<file path="config.mk">
export PLATFORM = sky130hd
export DESIGN_NAME = ppu_ctrl
export DESIGN_NICKNAME = d
export VERILOG_FILES = /design/src/hw/rtl/ppu_pkg.sv /design/src/hw/rtl/ppu_ctrl.sv
export SDC_FILE = /design/constraint.sdc
export NUM_CORES = 1
export LEC_CHECK = 0
export BUFFER_PORTS_ARGS = -buffer_cell sky130_fd_sc_hd__buf_2
export CELL_PAD_IN_SITES_DETAIL_PLACEMENT = 0
export CELL_PAD_IN_SITES_GLOBAL_PLACEMENT = 1
export CORE_MARGIN = 4
export CORE_UTILIZATION = 39
export CTS_BUF_LIST = sky130_fd_sc_hd__clkbuf_16
export DETAILED_ROUTE_END_ITERATION = 7
export GPL_TIMING_DRIVEN = 0
export MAX_ROUTING_LAYER = met4
export PLACE_DENSITY = 0.87
export SLEW_MARGIN = 40
export SYNTH_ARGS = -nofsm -noshare
export SYNTH_HDL_FRONTEND = slang
export SYNTH_SLANG_ARGS = --single-unit
</file>
<file path="constraint.sdc">
create_clock -name i_clk -period 2.6 [get_ports i_clk]
set_input_delay 0.65 -clock i_clk [delete_from_list [all_inputs] [get_ports i_clk]]
set_output_delay 0.65 -clock i_clk [all_outputs]
set_load 0.02 [all_outputs]
</file>
<file path="src/hw/rtl/ppu_pkg.sv">
package ppu_pkg;

    localparam int DEF_POOL_DEPTH = 64;
    localparam int FIELD_W        = 32;
    localparam int DT_W           = 16;
    localparam int MAXC_W         = 7;
    localparam int LIVE_W         = 7;
    localparam int KIND_W         = 2;
    localparam int NUM_SLOTS      = 8;
    localparam int ENTRY_W        = NUM_SLOTS * FIELD_W;
    localparam int IN_TDATA_W     = ENTRY_W + DT_W;
    localparam int OUT_TDATA_W    = 1 + LIVE_W + 5 * FIELD_W;

    localparam logic [MAXC_W-1:0] MAXC_RESET = 7'd64;

    // slot order inside a pool entry and inside the input word
    localparam int SLOT_PX    = 0;
    localparam int SLOT_PY    = 1;
    localparam int SLOT_VX    = 2;
    localparam int SLOT_VY    = 3;
    localparam int SLOT_RAD   = 4;
    localparam int SLOT_COLOR = 5;
    localparam int SLOT_LIFE  = 6;
    localparam int SLOT_DECAY = 7;

    typedef enum logic [KIND_W-1:0] {
        KIND_ACK  = 2'd0,
        KIND_REC  = 2'd1,
        KIND_NONE = 2'd2
    } t_kind;

    typedef struct packed {
        logic              ld_in;
        logic              mul;
        logic              wr_add;
        logic              wr_upd;
        logic              out_ld;
        logic              rec;
        t_kind             kind;
        logic              accepted;
        logic [LIVE_W-1:0] live_total;
        logic              last;
    } t_ppu_cmd;

    typedef struct packed {
        logic survive;
        logic out_free;
    } t_ppu_sts;

endpackage

</file>
<file path="src/hw/rtl/ppu_ctrl.sv">
module ppu_ctrl #(
    parameter int POOL_DEPTH = ppu_pkg::DEF_POOL_DEPTH
) (
    input  logic                          i_clk,
    input  logic                          i_rst_n,
    input  logic                          i_cfg_we,
    input  logic [ppu_pkg::MAXC_W-1:0]    i_cfg_wdata,
    input  logic                          i_in_tvalid,
    output logic                          o_in_tready,
    input  logic                          i_mode,
    input  ppu_pkg::t_ppu_sts             i_sts,
    output ppu_pkg::t_ppu_cmd             o_cmd,
    output logic [$clog2(POOL_DEPTH)-1:0] o_rd_addr,
    output logic [$clog2(POOL_DEPTH)-1:0] o_wr_addr
);
    import ppu_pkg::*;

    localparam int AW = $clog2(POOL_DEPTH);
    localparam int CW = $clog2(POOL_DEPTH + 1);

    typedef enum logic [7:0] {
        S_IDLE = 8'b0000_0001,
        S_ADD  = 8'b0000_0010,
        S_RD   = 8'b0000_0100,
        S_MUL  = 8'b0000_1000,
        S_SUM  = 8'b0001_0000,
        S_NONE = 8'b0010_0000,
        S_ERD  = 8'b0100_0000,
        S_ELD  = 8'b1000_0000
    } t_state;

    t_state            r_state, n_state;
    logic [MAXC_W-1:0] r_max_count;
    logic [CW-1:0]     r_live, n_live;
    logic [CW-1:0]     r_i, n_i;
    logic [CW-1:0]     r_n, n_n;
    logic [CW-1:0]     r_j, n_j;
    logic [CW-1:0]     w_cap;
    logic              w_last;

    always_comb begin
        if (32'(r_max_count) > 32'(POOL_DEPTH)) begin
            w_cap = CW'(POOL_DEPTH);
        end else begin
            w_cap = CW'(r_max_count);
        end
    end

    assign w_last = (r_j + 1'b1) == r_live;

    always_comb begin
        n_state     = r_state;
        n_live      = r_live;
        n_i         = r_i;
        n_n         = r_n;
        n_j         = r_j;
        o_cmd       = '0;
        o_cmd.kind  = KIND_ACK;
        o_in_tready = 1'b0;

        unique case (r_state)
            S_IDLE: begin
                o_in_tready = 1'b1;
                if (i_in_tvalid) begin
                    o_cmd.ld_in = 1'b1;
                    n_i = '0;
                    n_n = '0;
                    if (!i_mode) begin
                        n_state = S_ADD;
                    end else if (r_live == '0) begin
                        n_state = S_NONE;
                    end else begin
                        n_state = S_RD;
                    end
                end
            end
            S_ADD: begin
                if (i_sts.out_free) begin
                    o_cmd.out_ld = 1'b1;
                    o_cmd.kind   = KIND_ACK;
                    o_cmd.last   = 1'b1;
                    if (r_live < w_cap) begin
                        o_cmd.wr_add   = 1'b1;
                        o_cmd.accepted = 1'b1;
                        n_live = r_live + 1'b1;
                    end else begin
                        // lowered capacity discards the tail of the pool
                        n_live = w_cap;
                    end
                    o_cmd.live_total = LIVE_W'(n_live);
                    n_state = S_IDLE;
                end
            end
            S_RD: begin
                n_state = S_MUL;
            end
            S_MUL: begin
                o_cmd.mul = 1'b1;
                n_state   = S_SUM;
            end
            S_SUM: begin
                if (i_sts.survive) begin
                    o_cmd.wr_upd = 1'b1;
                    n_n = r_n + 1'b1;
                end
                n_i = r_i + 1'b1;
                if (n_i == r_live) begin
                    n_live = n_n;
                    n_j    = '0;
                    n_state = (n_n == '0) ? S_NONE : S_ERD;
                end else begin
                    n_state = S_RD;
                end
            end
            S_NONE: begin
                if (i_sts.out_free) begin
                    o_cmd.out_ld = 1'b1;
                    o_cmd.kind   = KIND_NONE;
                    o_cmd.last   = 1'b1;
                    n_state = S_IDLE;
                end
            end
            S_ERD: begin
                n_state = S_ELD;
            end
            S_ELD: begin
                if (i_sts.out_free) begin
                    o_cmd.out_ld     = 1'b1;
                    o_cmd.rec        = 1'b1;
                    o_cmd.kind       = KIND_REC;
                    o_cmd.live_total = LIVE_W'(r_live);
                    o_cmd.last       = w_last;
                    n_j = r_j + 1'b1;
                    n_state = w_last ? S_IDLE : S_ERD;
                end
            end
            default: begin
                n_state = S_IDLE;
            end
        endcase
    end

    assign o_rd_addr = (r_state == S_ERD || r_state == S_ELD) ? r_j[AW-1:0] : r_i[AW-1:0];
    assign o_wr_addr = (r_state == S_ADD) ? r_live[AW-1:0] : r_n[AW-1:0];

    always_ff @(posedge i_clk) begin
        if (!i_rst_n) begin
            r_state     <= S_IDLE;
            r_max_count <= MAXC_RESET;
            r_live      <= '0;
            r_i         <= '0;
            r_n         <= '0;
            r_j         <= '0;
        end else begin
            r_state <= n_state;
            r_live  <= n_live;
            r_i     <= n_i;
            r_n     <= n_n;
            r_j     <= n_j;
            if (i_cfg_we) begin
                r_max_count <= i_cfg_wdata;
            end
        end
    end

    a_live_bound: assert property (@(posedge i_clk) disable iff (!i_rst_n)
        r_live <= CW'(POOL_DEPTH))
        else $error("live count beyond pool depth");

    a_compact_behind: assert property (@(posedge i_clk) disable iff (!i_rst_n)
        (r_state == S_SUM) |-> (r_n <= r_i && r_i < r_live))
        else $error("compaction write index ahead of read index");

    a_load_when_free: assert property (@(posedge i_clk) disable iff (!i_rst_n)
        o_cmd.out_ld |-> i_sts.out_free)
        else $error("result loaded over a pending word");

    a_last_ends_item: assert property (@(posedge i_clk) disable iff (!i_rst_n)
        (o_cmd.out_ld && o_cmd.last) |=> (r_state == S_IDLE))
        else $error("final result did not end the item");

    a_add_grows_by_one: assert property (@(posedge i_clk) disable iff (!i_rst_n)
        o_cmd.wr_add |=> (r_live == $past(r_live) + 1'b1))
        else $error("stored particle did not raise the live count");

endmodule

</file>
* Word level (Yosys, flattened, before mapping)
Cells that the tools add are included.
** Storage, ports and cells
- Flip-flop bits (word level) :: 43
- Bits in latches :: 0
- RAM bits :: 0
- Bits in read-only memories :: 0
- Input port bits :: 14
- Output and inout port bits :: 30
- Logic and storage cells :: 82
- Memories :: 0
** Cells by class
- $add $sub $neg :: 4
- $mul :: 0
- Div/mod/pow operators :: 0
- Magnitude comparators :: 2
- Equality and inequality tests :: 15
- Shift operators :: 0
- Multiplexer cells :: 44
- Bitwise gates (word level) :: 0
- Reductions and logical operators :: 11
** Operators by type and width (number)
- 7-bit two-way mux :: 12
- 7-bit one-hot mux with 2 select lines :: 5
- 8-bit one-hot mux with 7 select lines :: 1
- 8-bit two-way mux :: 5
- 7-bit by 1-bit adder with 7-bit output, second input constant :: 4
- 6-bit two-way mux :: 3
- 7-bit equality test :: 2
- 7-bit logical NOT :: 2
- 1-bit two-way mux :: 12
- 9-bit two-way mux :: 1
- 3-bit AND reduction :: 3
- 8-bit by 1-bit equality test with 1-bit output, second input constant :: 1
- 8-bit by 2-bit equality test with 1-bit output, second input constant :: 1
- 8-bit by 3-bit equality test with 1-bit output, second input constant :: 1
- 8-bit by 4-bit equality test with 1-bit output, second input constant :: 1
- 8-bit by 5-bit equality test with 1-bit output, second input constant :: 1
- 8-bit by 6-bit equality test with 1-bit output, second input constant :: 1
- 8-bit by 7-bit equality test with 1-bit output, second input constant :: 1
- 8-bit equality test, second input constant :: 1
- 2-bit != test, second input constant :: 4
- 7-bit > comparator, second input constant :: 1
- 7-bit < comparator :: 1
- 2-bit one-hot mux with 3 select lines :: 1
- 2-bit nonzero test :: 3
- other kinds (8) :: 8

* Depth between registers and ports, before layout
Gate-level depths: netlist (run 1).
- Depth in word-level cells :: 7
- Gate-level depth with buffers :: 11
- Mapped depth without buffers :: 10

* Worst setup path before layout (run 1)
OpenSTA, ideal clock, no wires.
- Kind :: reg-to-output
- Start :: register r_max_count[6]
- End :: output o_cmd[3] (netlist bit)
- Arrival time :: 2.197 ns
- Required time :: 1.950 ns
- Slack :: -0.247 ns
- Cell stages (with the launch flop) :: 9
- Buffers on the path :: 1
- Cells stage by stage :: dfxtp_1 clkinv_1 ha_1 a21oi_1 o21ai_0 a21oi_1 buf_2 a32oi_1 o21ai_0
** RTL lines
- from (decl) :: line ppu_ctrl.sv:33 : logic [MAXC_W-1:0] r_max_count;
- from (signal assigned) :: line ppu_ctrl.sv:161 : r_max_count <= i_cfg_wdata;
- to (decl) :: line ppu_ctrl.sv:12 : output ppu_pkg::t_ppu_cmd o_cmd,

==> results.tsv, run 1 <==
metric	value	unit
drt_iter0_drc	214	
coreArea	8220	um2
finalHoldViolCount	0	
antenna_found_initial	0	
cp-start-kind	flop	
wl_per_cell	17.9	um
finalPower	1.54	mW
grt_pass1_vias	3381	
hpwl	7520	um
max-slew-margin-rel	58.3	%
num_io_pins	44	
syn_area_per_cell	7.52	um2
die_area	9980	um2
row_count	33	
grt_overflow	0	
die_w	99.9	um
cts_buffers	5	
preCtsSetupSlack	-498	ps
reg2reg_from	r_i[1]	
syn-instance-count	438	
clock_path_buffers	2	
hold_path_depth	2	
max_freq	0.351	GHz
htreeDepth	2	
synth_cell_type_count	62	
grt_pass1_wl	17300	um
timing.final.ws_setup	-251	ps
synth_flop_cell	dfxtp_1	
synth_top_area_cell	dfxtp_1	
r2r_end	r_live[2]	
clock_latency	290	ps
fillers	816	
drcViolationCount	0	
synthArstFlopShare	0	%
rrSetupSlack	90	ps
fin_area	4300	um2
hold_class	reg -> reg	
p_leak	1.83	nW
drive_gt1_share	33.3	%
syn_area	3290	um2
crit_type	reg -> out	
antenna_cells	0	
cts_tree	built	
synth_edf_count	0	
end_kind	primary output	
grt_start_max_net_pins	13	
fin_skew	5.83	ps
synth_fp_nets	463	
reg2reg_depth	8	
tightest_slew	626	ps
gp_congestion	0.935	
path_clk_slew	70	ps
yosysWarningCount	0	
worstHoldEndpoint	r_n[1]	
critPathArrivalTime	2200	ps
finalCritPeriodShare	110	%
required	1950	ps
ys_ff_latch	43	
dp.cells	583	
grt_use_total	22.4	%
nets	526	
initial_core_util	40.1	%
via_count	3522	
synth.area.top_cells	dfxtp_1, nand2_1, nor2_1	
crit_fanout	8	
rsz0062_at_grt	yes	
dr.pass1.iters	5	
syn_to_final_growth	30.5	%
yosysSeqAreaShare	26.1	%
cts_sinks	43	
status	finished with violations	
wirelength	10900	um
maxCapViolations	0	
violations	setup timing	
finalMaxSlewViolations	0	
final_core_util	52.3	%
netlist.area_leader.share	26.1	%
cts.root.buffer_cell	clkbuf_16	
power.density	359	nW/um2
period_needed	2850	ps
place_area	3650	um2
setup_viol	9	
portBuffers	40	
min-delay-start	r_n[1]	
routed_via_density	5.81	
stdcell_count	606	
ir_drop	0.000216	V
dieHeight	99.9	um
ant_nets	0	
-- cells in the final DEF, fill, tap and decap left out, types with 6 or more instances in the layout --
cell type   n
inv_1       9
buf_2      37
mux2_2     10
xnor2_1    15
ha_1        6
and3_1     12
nand2_1    44
nand3_1    22
clkbuf_1   12
a21oi_1    20
o21ai_1     7
mux2i_1     7
dfxtp_1    31
buf_6      12
buf_4      25
dfxtp_2     9
nor2_1     40
xor2_1     13
a21oi_2     6
o21ai_0    18
nor3_1     15
-- registers in the layout (all words and copies together) (netlist names) --
signal,cells
r_i,7
r_state,8
r_j,7
r_live,7
r_n,7
r_max_count,7
-- cell usage after synthesis, drive strengths merged (10+ instances only) --
cell type  count
o21ai         29
buf           19
xor2          13
inv           11
nor2          45
xnor2         18
and3          12
nand2         54
clkbuf        13
mux2          10
dfxtp         43
ha            11
nand3         26
a21oi         27
nor3          21
-- power breakdown --
| group | internal, mW | switching, mW |
|---|---|---|
| clock | 0.346 | 0.270 |
| combinational | 0.0945 | 0.147 |
| sequential | 0.669 | 0.0171 |
| total | 1.11 | 0.435 |
-- metrics by stage --
stage               hold WS [ps]  setup TNS, ps
floorplan                    461              0
global placement             477          -2760
detailed placement           485          -2930
CTS                          532           -969
global route                 569          -2410
finish                       533          -1500
-- worst max path at each step --
stage                         startpoint  endpoint  cells past startpoint
final                     r_max_count[6]  o_cmd[5]                     11
after CTS                 r_max_count[6]  o_cmd[1]                     11
after detailed placement  r_max_count[6]  o_cmd[4]                     11
after floorplan           r_max_count[6]  o_cmd[4]                     10
after global routing      r_max_count[6]  o_cmd[1]                     11
after global placement    r_max_count[6]  o_cmd[4]                     11
-- layout make-up --
| cell class | instances | area [um2] | area share, % |
|---|---|---|---|
| repair buffers | 57 | 383 | 8.91 |
| clock inverters | 2 | 8.76 | 0.204 |
| plain buffers | 31 | 181 | 4.22 |
| multi-input cells | 351 | 2520 | 58.7 |
| clock buffers | 5 | 125 | 2.91 |
| inverters | 12 | 60.1 | 1.40 |
| well taps | 105 | 131 | 3.06 |
| flip-flops and latches | 43 | 883 | 20.6 |
-- kinds of logic after synthesis --
group                    after synthesis  share of synthesized area [%]
AO/OA/AOI/OAI                         98                           18.8
XOR/XNOR                              31                           8.47
adder cells (fa/ha/maj)               11                           4.18
buffers and inverters                 44                           6.12
flip-flops                            43                           26.1
multiplexers                          19                           6.16
AND/OR/NAND/NOR                      192                           30.1
-- worst max-delay path: stages, from the launching register on --
cell and delay [ps]:
dfxtp_4 370, clkinv_8 90, nand2_2 70, ha_1 230, a21oi_4 170, o21ai_2 80, a21oi_2 180, buf_6 190
nand3b_1 120, a21oi_2 150, a21o_1 140, buf_6 130
-- layer usage --
layer	track usage, %	up-vias	share of wire [%]
li1	-	1669	-
met1	28.3	1685	44
met2	35.7	140	46
met3	4.24	28	6.9
met4	7.77	0	2.6
met5	-	-	0
-- timing repair --
item | 4_1_cts | 5_1_grt
pin swaps | 18 | 8
resized for setup | 89 | 21
endpoints found under the setup margin | 24 | 21
hold buffers | 0 | 0
setup buffers | 12 | 5
(Power assumes the default switching activity.)
==> run 2, diff against run 1 <==
CELL_PAD_IN_SITES_DETAIL_PLACEMENT = default   (was 0)
CELL_PAD_IN_SITES_GLOBAL_PLACEMENT = default   (was 1)
CORE_UTILIZATION = 45   (was 39)
PLACE_DENSITY = 0.76   (was 0.87)
==> run 2 against run 1 <==
Net effect: the run still ends with setup timing left; sequential power about the same; hold slack got worse by 16 ps; power increased by 0.48%; flip-flop and latch count unchanged; combinational power increased by 2%; via count increased by 2.3%; critical endpoint unchanged; largest power group unchanged.
==> results.tsv, run 2 (synthesis results as in run 1) <==
metric	value	unit	change
status	finished with violations		
violations	setup timing		
antenna_found_initial	0		unchanged
final_cell_mix	nand2_1, nor2_1, buf_2		
initial_core_util	47.4	%	+7.3 points
cts_sinks	43		unchanged
grt_use_total	24.8	%	+2.4 points
tightest_slew	620	ps	-5.75 ps
clock_path_buffers	2		unchanged
stdcell_count	600		-0.99%
portBuffers	40		unchanged
largest_register_ff_count	8		unchanged
reg2reg_depth	9		+1
end_kind	primary output		
ir_drop	0.000279	V	+29%
final_core_util	61.8	%	+9.5 points
path_clk_slew	60	ps	about the same
dr.pass1.iters	5		unchanged
syn_to_final_growth	30.3	%	
fin_area	4290	um2	-0.12%
place_area	3630	um2	-0.31%
critPathArrivalTime	2200	ps	about the same
num_io_pins	44		unchanged
cts_buffers	5		unchanged
finalPower	1.55	mW	+0.48%
required	1950	ps	about the same
nets	528		+0.38%
grt_pass1_vias	3398		+0.50%
gp_congestion	0.934		about the same
grt_overflow	0		unchanged
htreeDepth	2		unchanged
antenna_cells	0		unchanged
coreArea	6940	um2	-15%
crit_chain	clkinv_8 > nand2_4 > ha_4 > a21oi_2 > o21ai_2 > a21oi_2 > buf_6 > nand3b_1 > a21oi_2 > a21o_1 > buf_6		
wirelength	10700	um	-1.6%
cp_common_cell	a21oi_2		
setup-tns-final	-1840	ps	-340 ps
period_needed	2850	ps	+2.56 ps
die_area	8750	um2	-12%
cts_tree	built		
hold_path_depth	2		unchanged
setup_viol	13		+4
path_delay_family	compound AO/OA/AOI/OAI gates		
multi_input_area	2510	um2	-0.50%
maxCapViolations	0		unchanged
dp.cells	574		-1.5%
max_freq	0.350	GHz	about the same
timing.final.ws_setup	-253	ps	-2.56 ps
path_depth	11		unchanged
crit_fanout	7		-1
finalMaxSlewViolations	0		unchanged
drive_gt1_share	34.1	%	+0.79 points
rsz0062_at_grt	yes		
critPathSlowestCell	dfxtp_4		
layout_commonest_cell	nand2_1		
hpwl	7280	um	-3.2%
hold_class	reg -> reg		
finalCritPeriodShare	110	%	about the same
routed_via_density	6.01		+3.4%
max-slew-margin-rel	58.7	%	+0.38 points
hold_ws	517	ps	-15.9 ps
cts.root.buffer_cell	clkbuf_16		
clock_latency	290	ps	about the same
preCtsSetupSlack	-477	ps	+20.1 ps
power.density	362	nW/um2	+0.59%
wl_per_cell	17.8	um	-0.62%
fillers	589		-28%
seqCellArea	881	um2	-0.28%
via_count	3604		+2.3%
grt_start_max_net_pins	14		+1
ant_nets	0		unchanged
cp-start-kind	flop		
drt_iter0_drc	273		+28%
dieHeight	93.5	um	-6.4%
crit_type	reg -> out		
p_leak	1.85	nW	+1.2%
grt_pass1_wl	16700	um	-3.5%
drcViolationCount	0		unchanged
slowest_delay	380	ps	about the same
cp_num_buf_inv	3		unchanged
regMostFlops	r_state		
row_count	30		-9.1%
fin_skew	4.66	ps	-1.17 ps
finalHoldViolCount	0		unchanged
die_w	93.5	um	-6.4%
[run 2: changes by cell type in the layout (fill, tap and decap cells not counted), moves of 2 or more]
| cell | delta |
|---|---|
| nor3_4 | -2 |
| o21ai_2 | +2 |
| a21oi_2 | +2 |
| dfxtp_1 | +2 |
| dfxtp_2 | -2 |
| ha_1 | -2 |
| clkinv_2 | +2 |
[run 2: worst paths after layout]
check	slack, ps	endpoint	start
max	-250	o_cmd[5]	r_max_count[6]
min	520	r_max_count[1]	r_max_count[1]
max reg2reg	90	r_live[6]	r_i[1]
min reg2reg	520	r_max_count[1]	r_max_count[1]
[run 2: where the power goes]
group | internal [mW] | switching, mW
registers | 0.669 | 0.0158
logic | 0.0977 | 0.149
clock network | 0.351 | 0.270
[run 2: cell type report]
cell class,instances,share of cell area (%)
plain buffers,31,4.14
clock inverters,3,0.350
repair buffers,59,9.36
flip-flops and latches,43,20.5
well taps,96,2.80
inverters,12,1.40
multi-input cells,351,58.5
clock buffers,5,2.92
[run 2: layer usage]
metal  vias to the layer above  global-route usage, %  part of all wire [%]
met3                        29                   4.59                   7.6
met4                         0                   9.39                   2.4
li1                       1684                      -                     -
met5                         -                      -                     0
met2                       188                   39.4                    47
met1                      1703                   31.3                    43
[run 2: repair_timing]
item | CTS | global route
pin swaps | 15 | 13
gates resized for setup | 82 | 26
hold buffers | 0 | 0
setup endpoints to repair | 24 | 25
buffers inserted | 13 | 6
[run 2: worst min-delay path, delay by kind of cell, from the launching register on]
family           cells  cell delay [ps]
AND/OR/NAND/NOR      1               70
flip-flops           1              340
multiplexers         1               70
